[config.mk]
export PLATFORM = sky130hd
export DESIGN_NAME = lcd_spi_word_formatter_core
export DESIGN_NICKNAME = d
export VERILOG_FILES = /design/src/rtl/core/lcdsf_pkg.sv /design/src/rtl/core/lcd_spi_word_formatter_core.sv /design/src/rtl/core/lcdsf_front.sv /design/src/rtl/core/lcdsf_queue.sv /design/src/rtl/core/lcdsf_back.sv
export VERILOG_INCLUDE_DIRS = /design/src /design/src/rtl/core
export SDC_FILE = /design/constraint.sdc
export NUM_CORES = 1
export LEC_CHECK = 0
export ABC_AREA = 1
export BUFFER_PORTS_ARGS = -buffer_cell sky130_fd_sc_hd__buf_2
export CORE_MARGIN = 2
export CORE_UTILIZATION = 61
export CTS_CLUSTER_SIZE = 25
export DETAILED_ROUTE_END_ITERATION = 10
export HOLD_SLACK_MARGIN = 0.02
export PLACE_DENSITY_LB_ADDON = 0.15
export SETUP_SLACK_MARGIN = 0.4
export SYNTH_ARGS = -nofsm -noshare
export SYNTH_HDL_FRONTEND = slang
export SYNTH_SLANG_ARGS = --single-unit
[constraint.sdc]
create_clock -name clock -period 9.4 [get_ports clock]
set_clock_uncertainty 0.15 [all_clocks]
set_input_delay 1.41 -clock clock [delete_from_list [all_inputs] [get_ports clock]]
set_output_delay 1.41 -clock clock [all_outputs]
set_load 0.02 [all_outputs]
[src/rtl/core/lcd_spi_word_formatter_core_defines.svh]
// ----------------------------------------------------------------------------
// LCD serial word formatter assertion macros
// Shared property forms for the concurrent checks of the formatter core.
// ----------------------------------------------------------------------------
`ifndef LCD_SPI_WORD_FORMATTER_CORE_DEFINES_SVH
`define LCD_SPI_WORD_FORMATTER_CORE_DEFINES_SVH

// The consequent must hold in the same cycle as the antecedent, outside reset.
`define LCDSF_ASSERT_SAME(label, clk, rst, ante, cons, msg) \
   label: assert property (@(posedge clk) disable iff (rst) (ante) |-> (cons)) \
      else $error(msg);

// The consequent must hold in the cycle after the antecedent, reset included.
`define LCDSF_ASSERT_NEXT(label, clk, ante, cons, msg) \
   label: assert property (@(posedge clk) (ante) |=> (cons)) else $error(msg);

`endif

[src/rtl/core/lcdsf_pkg.sv]
// ----------------------------------------------------------------------------
// LCD serial word formatter package
// Types, register codes, reset values and colour packing shared by the core.
// ----------------------------------------------------------------------------
`default_nettype none

package lcdsf_pkg;

   // Input operation codes.
   localparam logic [2:0] MODE_RAW_CMD  = 3'd0;
   localparam logic [2:0] MODE_RAW_DATA = 3'd1;
   localparam logic [2:0] MODE_WINDOW   = 3'd2;
   localparam logic [2:0] MODE_PIXEL    = 3'd3;
   localparam logic [2:0] MODE_GLYPH    = 3'd4;

   // Configuration register indexes.
   localparam logic [2:0] CSR_CONTROLLER_TYPE   = 3'd0;
   localparam logic [2:0] CSR_COLOR_DEPTH       = 3'd1;
   localparam logic [2:0] CSR_COLUMN_OPCODE     = 3'd2;
   localparam logic [2:0] CSR_PAGE_OPCODE       = 3'd3;
   localparam logic [2:0] CSR_WRITE_OPCODE      = 3'd4;
   localparam logic [2:0] CSR_ALT_COLUMN_OPCODE = 3'd5;
   localparam logic [2:0] CSR_ALT_PAGE_OPCODE   = 3'd6;
   localparam logic [2:0] CSR_ALT_WRITE_OPCODE  = 3'd7;

   // Field values of the configuration registers.
   localparam logic CTRL_TYPE_A = 1'b0;
   localparam logic DEPTH_8BIT  = 1'b0;

   // Register reset values.
   localparam logic [7:0] RST_COLUMN_OPCODE     = 8'd21;
   localparam logic [7:0] RST_PAGE_OPCODE       = 8'd117;
   localparam logic [7:0] RST_WRITE_OPCODE      = 8'd92;
   localparam logic [7:0] RST_ALT_COLUMN_OPCODE = 8'd42;
   localparam logic [7:0] RST_ALT_PAGE_OPCODE   = 8'd43;
   localparam logic [7:0] RST_ALT_WRITE_OPCODE  = 8'd44;

   // Bit 8 of a serial word marks data.
   localparam logic WORD_CMD  = 1'b0;
   localparam logic WORD_DATA = 1'b1;

   // Number of words in the address window sequence.
   localparam int unsigned WIN_WORDS = 7;
   localparam logic [2:0] WIN_LAST_IDX = 3'(WIN_WORDS - 1);

   // Glyph columns are eight pixels tall.
   localparam logic [2:0] GLYPH_LAST_PIX = 3'd7;
   localparam logic [7:0] GLYPH_HEIGHT   = 8'd8;

   // Channel scaling 0..15 to 0..7, rounding down.
   localparam logic [2:0] SCALE7_LUT [16] = '{
      3'd0, 3'd0, 3'd0, 3'd1, 3'd1, 3'd2, 3'd2, 3'd3,
      3'd3, 3'd4, 3'd4, 3'd5, 3'd5, 3'd6, 3'd6, 3'd7
   };

   typedef struct packed {
      logic       controller_type;
      logic       color_depth;
      logic [7:0] column_opcode;
      logic [7:0] page_opcode;
      logic [7:0] write_opcode;
      logic [7:0] alt_column_opcode;
      logic [7:0] alt_page_opcode;
      logic [7:0] alt_write_opcode;
   } cfg_type;

   typedef enum logic [1:0] {
      KIND_SINGLE,
      KIND_WINDOW,
      KIND_PIXEL,
      KIND_GLYPH
   } item_kind_type;

   typedef logic [2:0][7:0] color_bytes_type;

   // One classified operation as handed from the front to the back.
   typedef struct packed {
      item_kind_type          kind;
      logic [8:0]             single_word;
      logic [6:0][8:0]        win_word;
      color_bytes_type        fore_bytes;
      color_bytes_type        back_bytes;
      logic [1:0]             color_last;
      logic [7:0]             glyph_bits;
   } item_desc_type;

   typedef struct packed {
      logic full;
      logic empty;
   } queue_status_type;

   typedef enum logic [1:0] {
      SEQ_IDLE,
      SEQ_SINGLE,
      SEQ_WINDOW,
      SEQ_COLOR
   } seq_state_type;

   // Command byte with the type B opcode substitution applied.
   function automatic logic [7:0] translate_cmd(input logic [7:0] cmd, input cfg_type cfg);
      logic [7:0] res;
      res = cmd;
      if (cfg.controller_type != CTRL_TYPE_A) begin
         if (cmd == cfg.column_opcode) begin
            res = cfg.alt_column_opcode;
         end else if (cmd == cfg.page_opcode) begin
            res = cfg.alt_page_opcode;
         end else if (cmd == cfg.write_opcode) begin
            res = cfg.alt_write_opcode;
         end
      end
      return res;
   endfunction

   // Channel scaling 0..15 to 0..3, rounding down.
   function automatic logic [1:0] scale3(input logic [3:0] n);
      logic [1:0] res;
      if (n == 4'd15) begin
         res = 2'd3;
      end else if (n >= 4'd10) begin
         res = 2'd2;
      end else if (n >= 4'd5) begin
         res = 2'd1;
      end else begin
         res = 2'd0;
      end
      return res;
   endfunction

   // Packed colour bytes, first byte in element 0.
   function automatic color_bytes_type pack_color(input logic [11:0] c, input cfg_type cfg);
      color_bytes_type res;
      res = '0;
      if (cfg.color_depth == DEPTH_8BIT) begin
         res[0] = {SCALE7_LUT[c[11:8]], SCALE7_LUT[c[7:4]], scale3(c[3:0])};
      end else if (cfg.controller_type == CTRL_TYPE_A) begin
         res[0] = c[11:4];
         res[1] = {c[3:0], c[11:8]};
         res[2] = c[7:0];
      end else begin
         res[0] = c[11:4];
         res[1] = {c[3:0], 4'h0};
      end
      return res;
   endfunction

   // Index of the final byte of one packed colour.
   function automatic logic [1:0] color_last_idx(input cfg_type cfg);
      logic [1:0] res;
      if (cfg.color_depth == DEPTH_8BIT) begin
         res = 2'd0;
      end else if (cfg.controller_type == CTRL_TYPE_A) begin
         res = 2'd2;
      end else begin
         res = 2'd1;
      end
      return res;
   endfunction

endpackage

`default_nettype wire

[src/rtl/core/lcd_spi_word_formatter_core.sv]
// On an idle core the first word of an operation passes through the queue entry, the
// working descriptor and the output register.
// Throughput: one word per cycle while the receiver does not stall; an operation holds
// the word sequencer for all its words, from 1 (raw byte) to 31 (glyph column, 12-bit
// colour, type A controller). The operation queue takes new operations while the sequencer is busy.
// Reset clears the queue, the sequencer and the output valid flag, and returns the
// configuration registers to their reset values.
// ----------------------------------------------------------------------------
// LCD serial word formatter core
// Turns display operations into 9-bit serial command and data words.
// ----------------------------------------------------------------------------
`default_nettype none

`include "lcd_spi_word_formatter_core_defines.svh"

module lcd_spi_word_formatter_core #(
   parameter int unsigned QUEUE_DEPTH = 2
) (
   input  wire logic        clock,
   input  wire logic        reset,
   input  wire logic        req_valid,
   output logic             req_stall,
   input  wire logic [2:0]  req_mode,
   input  wire logic [7:0]  req_x_start,
   input  wire logic [7:0]  req_y_start,
   input  wire logic [7:0]  req_x_end,
   input  wire logic [7:0]  req_y_end,
   input  wire logic [7:0]  req_byte_value,
   input  wire logic [11:0] req_fore_color,
   input  wire logic [11:0] req_back_color,
   output logic             rsp_valid,
   input  wire logic        rsp_stall,
   output logic [8:0]       rsp_spi_word,
   output logic             rsp_last_word,
   input  wire logic        csr_valid,
   output logic             csr_ready,
   input  wire logic [2:0]  csr_index,
   input  wire logic [7:0]  csr_wdata
);
   import lcdsf_pkg::*;

   cfg_type          cfg_ff, cfg_in;
   queue_status_type q_status;
   item_desc_type    push_desc;
   item_desc_type    head_desc;
   logic             q_push;
   logic             q_pop;

   // Configuration registers; every write transaction is taken at once.
   assign csr_ready = 1'b1;

   always_comb begin
      cfg_in = cfg_ff;
      if (csr_valid && csr_ready) begin
         case (csr_index)
            CSR_CONTROLLER_TYPE:   cfg_in.controller_type = csr_wdata[0];
            CSR_COLOR_DEPTH:       cfg_in.color_depth = csr_wdata[0];
            CSR_COLUMN_OPCODE:     cfg_in.column_opcode = csr_wdata;
            CSR_PAGE_OPCODE:       cfg_in.page_opcode = csr_wdata;
            CSR_WRITE_OPCODE:      cfg_in.write_opcode = csr_wdata;
            CSR_ALT_COLUMN_OPCODE: cfg_in.alt_column_opcode = csr_wdata;
            CSR_ALT_PAGE_OPCODE:   cfg_in.alt_page_opcode = csr_wdata;
            CSR_ALT_WRITE_OPCODE:  cfg_in.alt_write_opcode = csr_wdata;
            default:               cfg_in = cfg_ff;
         endcase
      end
   end

   always_ff @(posedge clock) begin
      if (reset) begin
         cfg_ff.controller_type <= CTRL_TYPE_A;
         cfg_ff.color_depth <= DEPTH_8BIT;
         cfg_ff.column_opcode <= RST_COLUMN_OPCODE;
         cfg_ff.page_opcode <= RST_PAGE_OPCODE;
         cfg_ff.write_opcode <= RST_WRITE_OPCODE;
         cfg_ff.alt_column_opcode <= RST_ALT_COLUMN_OPCODE;
         cfg_ff.alt_page_opcode <= RST_ALT_PAGE_OPCODE;
         cfg_ff.alt_write_opcode <= RST_ALT_WRITE_OPCODE;
      end else begin
         cfg_ff <= cfg_in;
      end
   end

   // Front end: accepts and classifies operations.
   lcdsf_front u_front (
      .req_valid      (req_valid),
      .req_stall      (req_stall),
      .req_mode       (req_mode),
      .req_x_start    (req_x_start),
      .req_y_start    (req_y_start),
      .req_x_end      (req_x_end),
      .req_y_end      (req_y_end),
      .req_byte_value (req_byte_value),
      .req_fore_color (req_fore_color),
      .req_back_color (req_back_color),
      .cfg            (cfg_ff),
      .q_status       (q_status),
      .q_push         (q_push),
      .q_desc         (push_desc)
   );

   // Operation queue between the two halves.
   lcdsf_queue #(
      .DEPTH (QUEUE_DEPTH)
   ) u_queue (
      .clock     (clock),
      .reset     (reset),
      .push      (q_push),
      .push_desc (push_desc),
      .pop       (q_pop),
      .head_desc (head_desc),
      .status    (q_status)
   );

   // Back end: word sequencer and output register.
   lcdsf_back u_back (
      .clock         (clock),
      .reset         (reset),
      .q_status      (q_status),
      .q_head        (head_desc),
      .q_pop         (q_pop),
      .rsp_valid     (rsp_valid),
      .rsp_stall     (rsp_stall),
      .rsp_spi_word  (rsp_spi_word),
      .rsp_last_word (rsp_last_word)
   );

   // Queue and output consistency checks.
   `LCDSF_ASSERT_SAME(a_no_push_full, clock, reset, q_push, !q_status.full, "push into full queue")
   `LCDSF_ASSERT_SAME(a_no_pop_empty, clock, reset, q_pop, !q_status.empty, "pop from empty queue")
   `LCDSF_ASSERT_SAME(a_status_sane, clock, reset, q_status.full, !q_status.empty, "queue full and empty")
   `LCDSF_ASSERT_NEXT(a_reset_quiet, clock, reset, !rsp_valid, "output valid after reset")

endmodule

`default_nettype wire

[src/rtl/core/lcdsf_front.sv]
// ----------------------------------------------------------------------------
// LCD serial word formatter front end
// Accepts operations, classifies them and prepares all words they need.
// ----------------------------------------------------------------------------
`default_nettype none

module lcdsf_front (
   input  wire logic                      req_valid,
   output logic                           req_stall,
   input  wire logic [2:0]                req_mode,
   input  wire logic [7:0]                req_x_start,
   input  wire logic [7:0]                req_y_start,
   input  wire logic [7:0]                req_x_end,
   input  wire logic [7:0]                req_y_end,
   input  wire logic [7:0]                req_byte_value,
   input  wire logic [11:0]               req_fore_color,
   input  wire logic [11:0]               req_back_color,
   input  wire lcdsf_pkg::cfg_type          cfg,
   input  wire lcdsf_pkg::queue_status_type q_status,
   output logic                           q_push,
   output lcdsf_pkg::item_desc_type         q_desc
);
   import lcdsf_pkg::*;

   logic       mode_known;
   logic [7:0] x2;
   logic [7:0] y2;

   // The front only waits for room in the queue.
   assign req_stall = q_status.full;

   // Classify the operation and build its descriptor.
   always_comb begin
      mode_known = 1'b1;
      x2 = req_x_end;
      y2 = req_y_end;
      q_desc = '0;
      q_desc.kind = KIND_SINGLE;
      case (req_mode)
         MODE_RAW_CMD: begin
            q_desc.kind = KIND_SINGLE;
            q_desc.single_word = {WORD_CMD, translate_cmd(req_byte_value, cfg)};
         end
         MODE_RAW_DATA: begin
            q_desc.kind = KIND_SINGLE;
            q_desc.single_word = {WORD_DATA, req_byte_value};
         end
         MODE_WINDOW: begin
            q_desc.kind = KIND_WINDOW;
         end
         MODE_PIXEL: begin
            q_desc.kind = KIND_PIXEL;
         end
         MODE_GLYPH: begin
            q_desc.kind = KIND_GLYPH;
            x2 = req_x_start;
            y2 = req_y_start + GLYPH_HEIGHT;
         end
         default: begin
            mode_known = 1'b0;
         end
      endcase

      // Address window: column, page, then memory write.
      q_desc.win_word[0] = {WORD_CMD, translate_cmd(cfg.column_opcode, cfg)};
      q_desc.win_word[1] = {WORD_DATA, req_x_start};
      q_desc.win_word[2] = {WORD_DATA, x2};
      q_desc.win_word[3] = {WORD_CMD, translate_cmd(cfg.page_opcode, cfg)};
      q_desc.win_word[4] = {WORD_DATA, req_y_start};
      q_desc.win_word[5] = {WORD_DATA, y2};
      q_desc.win_word[6] = {WORD_CMD, translate_cmd(cfg.write_opcode, cfg)};

      q_desc.fore_bytes = pack_color(req_fore_color, cfg);
      q_desc.back_bytes = pack_color(req_back_color, cfg);
      q_desc.color_last = color_last_idx(cfg);
      q_desc.glyph_bits = req_byte_value;
   end

   // Unused modes are taken and dropped without a queue entry.
   assign q_push = req_valid && !req_stall && mode_known;

endmodule

`default_nettype wire

[src/rtl/core/lcdsf_queue.sv]
// ----------------------------------------------------------------------------
// LCD serial word formatter operation queue
// Short FIFO of classified operations between the front and the back.
// ----------------------------------------------------------------------------
`default_nettype none

module lcdsf_queue #(
   parameter int unsigned DEPTH = 2
) (
   input  wire logic                       clock,
   input  wire logic                       reset,
   input  wire logic                       push,
   input  wire lcdsf_pkg::item_desc_type     push_desc,
   input  wire logic                       pop,
   output lcdsf_pkg::item_desc_type          head_desc,
   output lcdsf_pkg::queue_status_type       status
);
   import lcdsf_pkg::*;

   localparam int unsigned PTR_W = (DEPTH > 1) ? $clog2(DEPTH) : 1;
   localparam int unsigned CNT_W = $clog2(DEPTH + 1);
   localparam logic [PTR_W-1:0] PTR_LAST = PTR_W'(DEPTH - 1);
   localparam logic [CNT_W-1:0] CNT_FULL = CNT_W'(DEPTH);

   item_desc_type    entry_ff [DEPTH];
   logic [PTR_W-1:0] wr_ptr_ff, wr_ptr_in;
   logic [PTR_W-1:0] rd_ptr_ff, rd_ptr_in;
   logic [CNT_W-1:0] count_ff, count_in;

   // Pointer and fill count update.
   always_comb begin
      wr_ptr_in = wr_ptr_ff;
      rd_ptr_in = rd_ptr_ff;
      count_in = count_ff;
      if (push) begin
         wr_ptr_in = (wr_ptr_ff == PTR_LAST) ? '0 : wr_ptr_ff + 1'b1;
      end
      if (pop) begin
         rd_ptr_in = (rd_ptr_ff == PTR_LAST) ? '0 : rd_ptr_ff + 1'b1;
      end
      if (push && !pop) begin
         count_in = count_ff + 1'b1;
      end else if (pop && !push) begin
         count_in = count_ff - 1'b1;
      end
   end

   always_ff @(posedge clock) begin
      if (reset) begin
         wr_ptr_ff <= '0;
         rd_ptr_ff <= '0;
         count_ff <= '0;
      end else begin
         wr_ptr_ff <= wr_ptr_in;
         rd_ptr_ff <= rd_ptr_in;
         count_ff <= count_in;
      end
   end

   // Entry storage.
   always_ff @(posedge clock) begin
      if (push) begin
         entry_ff[wr_ptr_ff] <= push_desc;
      end
   end

   assign head_desc = entry_ff[rd_ptr_ff];
   assign status.full = (count_ff == CNT_FULL);
   assign status.empty = (count_ff == '0);

endmodule

`default_nettype wire

[src/rtl/core/lcdsf_back.sv]
// ----------------------------------------------------------------------------
// LCD serial word formatter back end
// Steps through each queued operation and emits one serial word per cycle unless the receiver stalls.
// ----------------------------------------------------------------------------
`default_nettype none

module lcdsf_back (
   input  wire logic                        clock,
   input  wire logic                        reset,
   input  wire lcdsf_pkg::queue_status_type   q_status,
   input  wire lcdsf_pkg::item_desc_type      q_head,
   output logic                             q_pop,
   output logic                             rsp_valid,
   input  wire logic                        rsp_stall,
   output logic [8:0]                       rsp_spi_word,
   output logic                             rsp_last_word
);
   import lcdsf_pkg::*;

   seq_state_type   state_ff, state_in;
   item_desc_type   desc_ff;
   logic [2:0]      win_idx_ff, win_idx_in;
   logic [2:0]      pix_idx_ff, pix_idx_in;
   logic [1:0]      byte_idx_ff, byte_idx_in;
   logic            rsp_valid_ff, rsp_valid_in;
   logic [8:0]      rsp_word_ff;
   logic            rsp_last_ff;

   logic            advance;
   logic            load;
   logic            last_byte;
   logic [8:0]      cur_word;
   logic            cur_last;
   color_bytes_type cur_color;

   // Current word, its end flag and the handshake with the queue.
   always_comb begin
      advance = (state_ff != SEQ_IDLE) && (!rsp_valid_ff || !rsp_stall);
      last_byte = (byte_idx_ff == desc_ff.color_last);
      if (desc_ff.kind == KIND_GLYPH && !desc_ff.glyph_bits[pix_idx_ff]) begin
         cur_color = desc_ff.back_bytes;
      end else begin
         cur_color = desc_ff.fore_bytes;
      end
      cur_word = desc_ff.single_word;
      cur_last = 1'b1;
      case (state_ff)
         SEQ_SINGLE: begin
            cur_word = desc_ff.single_word;
            cur_last = 1'b1;
         end
         SEQ_WINDOW: begin
            cur_word = desc_ff.win_word[win_idx_ff];
            cur_last = (win_idx_ff == WIN_LAST_IDX) && (desc_ff.kind != KIND_GLYPH);
         end
         SEQ_COLOR: begin
            cur_word = {WORD_DATA, cur_color[byte_idx_ff]};
            cur_last = last_byte
               && ((desc_ff.kind == KIND_PIXEL) || (pix_idx_ff == GLYPH_LAST_PIX));
         end
         default: begin
            cur_word = desc_ff.single_word;
            cur_last = 1'b0;
         end
      endcase
      load = !q_status.empty && ((state_ff == SEQ_IDLE) || (advance && cur_last));
   end

   assign q_pop = load;

   // Sequencer next state and position counters.
   always_comb begin
      state_in = state_ff;
      win_idx_in = win_idx_ff;
      pix_idx_in = pix_idx_ff;
      byte_idx_in = byte_idx_ff;
      if (load) begin
         win_idx_in = '0;
         pix_idx_in = '0;
         byte_idx_in = '0;
         case (q_head.kind)
            KIND_SINGLE: state_in = SEQ_SINGLE;
            KIND_WINDOW: state_in = SEQ_WINDOW;
            KIND_GLYPH:  state_in = SEQ_WINDOW;
            KIND_PIXEL:  state_in = SEQ_COLOR;
            default:     state_in = SEQ_IDLE;
         endcase
      end else if (advance) begin
         case (state_ff)
            SEQ_SINGLE: begin
               state_in = SEQ_IDLE;
            end
            SEQ_WINDOW: begin
               if (win_idx_ff == WIN_LAST_IDX) begin
                  state_in = (desc_ff.kind == KIND_GLYPH) ? SEQ_COLOR : SEQ_IDLE;
                  pix_idx_in = '0;
                  byte_idx_in = '0;
               end else begin
                  win_idx_in = win_idx_ff + 1'b1;
               end
            end
            SEQ_COLOR: begin
               if (last_byte) begin
                  byte_idx_in = '0;
                  if (cur_last) begin
                     state_in = SEQ_IDLE;
                  end else begin
                     pix_idx_in = pix_idx_ff + 1'b1;
                  end
               end else begin
                  byte_idx_in = byte_idx_ff + 1'b1;
               end
            end
            default: begin
               state_in = SEQ_IDLE;
            end
         endcase
      end
   end

   always_ff @(posedge clock) begin
      if (reset) begin
         state_ff <= SEQ_IDLE;
         win_idx_ff <= '0;
         pix_idx_ff <= '0;
         byte_idx_ff <= '0;
      end else begin
         state_ff <= state_in;
         win_idx_ff <= win_idx_in;
         pix_idx_ff <= pix_idx_in;
         byte_idx_ff <= byte_idx_in;
      end
   end

   // Working descriptor of the operation in progress.
   always_ff @(posedge clock) begin
      if (load) begin
         desc_ff <= q_head;
      end
   end

   // Output register: holds a word until the receiver takes it.
   always_comb begin
      rsp_valid_in = rsp_valid_ff;
      if (advance) begin
         rsp_valid_in = 1'b1;
      end else if (!rsp_stall) begin
         rsp_valid_in = 1'b0;
      end
   end

   always_ff @(posedge clock) begin
      if (reset) begin
         rsp_valid_ff <= 1'b0;
      end else begin
         rsp_valid_ff <= rsp_valid_in;
      end
   end

   always_ff @(posedge clock) begin
      if (advance) begin
         rsp_word_ff <= cur_word;
         rsp_last_ff <= cur_last;
      end
   end

   assign rsp_valid = rsp_valid_ff;
   assign rsp_spi_word = rsp_word_ff;
   assign rsp_last_word = rsp_last_ff;

endmodule

`default_nettype wire
==> out/summary.txt <==
Port Buffers - 94
maxcap violations - 0
via/cell ratio - 5.64
pwr dens - 276 mW/mm2
Clock Latency Late Sink - 0.56 ns
net count after synthesis - 2030
part of the cycle the worst path needs - 0.419
Clock Path Buffers - 3
DRT Pass-1 Iters - 5
area grow syn2layout - 11.0%
initial antenna violation count - 0
TritonCTS buffer count - 45
Min Hold Slack - 0.296 ns
total grt overflow - 0
crit path max fanout - 65
Slew @ Worst Pin - 1.04 ns
Layout fillers - 2422
post-route ant nets - 0
WP data arrival - 3.96 ns
commonest cells after routing, fill and taps aside - 673 x nand2_1, 385 x edfxtp_1, 126 x inv_1
Hold Buf Count CTS - 0
CP Capture Point - u_back.desc_ff[108]
synth warn - 0
Setup Fix Bufs, Post-CTS - 0
Worst Path Required - 9.42 ns
DRC violations left - 0
number of flops mapped to enable cells by yosys - 385
Starting Density - 0.622
Ant. Diodes - 0
Worst-path clk slew - 0.06 ns
Synth async-reset ratio - 0
Finished Layout Cells - 2434
# clock sinks - 451
RSZ-0062 raised after global routing - no
RR Endpoint - u_back.desc_ff[108]
Max Freq - 254 MHz
Slew headroom - 0.308
commonest non-fill, non-tap cell in the layout - nand2_1
Leak Pwr - 9.11 nW
TNS Setup - 0 ns
number of global-route vias before repair - 13100
pins over their slew limit - 0
HP Class - register to register
Fin. Hold Viols - 0
setup ws final - 5.46 ns
Placer Congestion - 0.982
Routed Wire Length - 45.2 mm
Synth Register Bits - 451
sequential share of the synthesized area - 0.653
placed insts - 2350
status - finished, final reports clean
CTS tree - built
R2R setup slack - 5.46 ns
multi-input logic area - 0.00577 mm2
Nets - 2092
GRT Total Usage - 0.275
post-cts resize count - 0
main flop type after synthesis - edfxtp_1
Synth Cell Area - 0.0197 mm2
number of DRC markers in iteration 0 - 1489
worst slack at placement - 4.98 ns
maximum VDD drop - 0.190 mV
H-tree level count - 2
Die Area - 0.0338 mm2
Root Buffer Master - clkbuf_16
sequential cell area - 0.0129 mm2
post-synth top area cell - edfxtp_1
startpoint types - register
Synth top area share - 0.586
Avg Cell Area, Syn - 10.2 um2
Die Ht - 184 um
CP Launch Point - u_back.win_idx_ff[0]
largest net degree at the start of global routing - 74
share of cells above drive strength 1 - 0.111
minimum clock period - 3.94 ns
die width - 184 um
Setup Crit Path Kind - register to register
first-pass GRT wire length - 71.3 mm
Setup Viol. Count Final - 0
CP Capture Type - register
IO Count - 96
wire length per cell - 18.6 um
hpwl dp - 29.3 mm
FF-to-FF Start - u_back.win_idx_ff[0]
top cells by area, synth - edfxtp_1 59%, nand2_1 13%, dfxtp_1 6.7%
vias - 13700
Syn Inst Count - 1933
count of cell types in the netlist - 47
Core Area - 0.0317 mm2
floorplan row count - 65
cells on worst reg2reg path - 9
==> routing by layer <==
| metal | vias up | GRT usage | wire length (um) |
|---|---|---|---|
| met1 | 6497 | 0.419 | 20200 |
| met4 | 0 | 0.0826 | 1240 |
| li1 | 6590 | - | - |
| met3 | 79 | 0.0422 | 3710 |
| met2 | 561 | 0.413 | 20100 |
| met5 | - | 0 | 0 |
==> state kept, by name, indices dropped and copies added (netlist names), named ones only <==
signal                flops
u_back.desc_ff          125
u_back.state_ff           2
u_back.win_idx_ff         3
u_back.rsp_spi_word       9
cfg_ff                   50
u_queue.wr_ptr_ff         1
u_back.rsp_valid          1
u_queue.entry_ff        250
u_back.rsp_last_word      1
u_queue.rd_ptr_ff         1
u_back.byte_idx_ff        2
u_queue.count_ff          2
u_back.pix_idx_ff         3
==> per-stage QoR <==
step	instance area (um2)	total power, W	utilization
finish	21900	0.00603	0.690
global route	21900	0.00634	0.690
CTS	21900	0.00605	0.690
detailed placement	20400	0.00426	0.643
global placement	20400	0.00423	0.643
floorplan	19700	0.00384	-
==> synthesized netlist by cell type (7+ instances only) <==
cell        n
nand4_1    23
a21oi_1    40
clkinv_1    8
nor3_1      7
o211ai_1   13
o21ai_0    82
ha_1       14
or2_2      11
inv_1     126
nand3_1   116
dfxtp_1    66
nor2_1    117
inv_2      12
buf_2      24
edfxtp_1  385
o21ai_1    38
clkbuf_1   54
xor2_1     18
o22ai_1    12
nand2_1   673
xnor2_1    35
==> cells by family (layout without fill, tap and decap cells) <==
family,Yosys count,in the layout,synth area share
other,1,1,0.000190
adder cells (fa/ha/maj),14,14,0.00888
XOR/XNOR,53,53,0.0235
AO/OA/AOI/OAI,204,204,0.0570
buffers and inverters,244,343,0.0547
AND/OR/NAND/NOR,966,966,0.202
flip-flops,451,451,0.653
==> cell type report <==
cell class | count | share of cell area
Tap cell | 402 | 0.0230
Clock inverter | 29 | 0.0140
Timing Repair Buffer | 107 | 0.0260
Clock buffer | 55 | 0.0542
Inverter | 152 | 0.0300
Sequential cell | 451 | 0.589
Multi-Input combinational cell | 1238 | 0.264
==> critical path: stages (launching register included) <==
cell and delay, ns:
dfxtp_1 0.59, inv_2 0.49, ha_1 0.26, nand4_1 0.13, nand2_1 0.10, nand4_1 0.08, nand2_1 0.15, nand2_2 0.17
inv_4 0.65, buf_4 0.75
==> power breakdown <==
group | total, W | internal, W | switching (W)
registers | 0.00298 | 0.00279 | 0.000190
clock network | 0.00179 | 0.00102 | 0.000764
logic | 0.00126 | 0.000309 | 0.000954
==> worst min-delay path by stage <==
stage,slack [ns],startpoint,to,depth (start not counted)
6_report,0.30,u_queue.rd_ptr_ff,register,1
3_3_place_gp,0.29,u_queue.rd_ptr_ff,register,1
4_1_cts,0.30,u_queue.rd_ptr_ff,register,1
3_5_place_dp,0.29,u_queue.rd_ptr_ff,register,1
2_1_floorplan,0.28,u_queue.rd_ptr_ff,register,1
5_1_grt,0.31,u_queue.rd_ptr_ff,register,1
(Power assumes the default switching activity.)
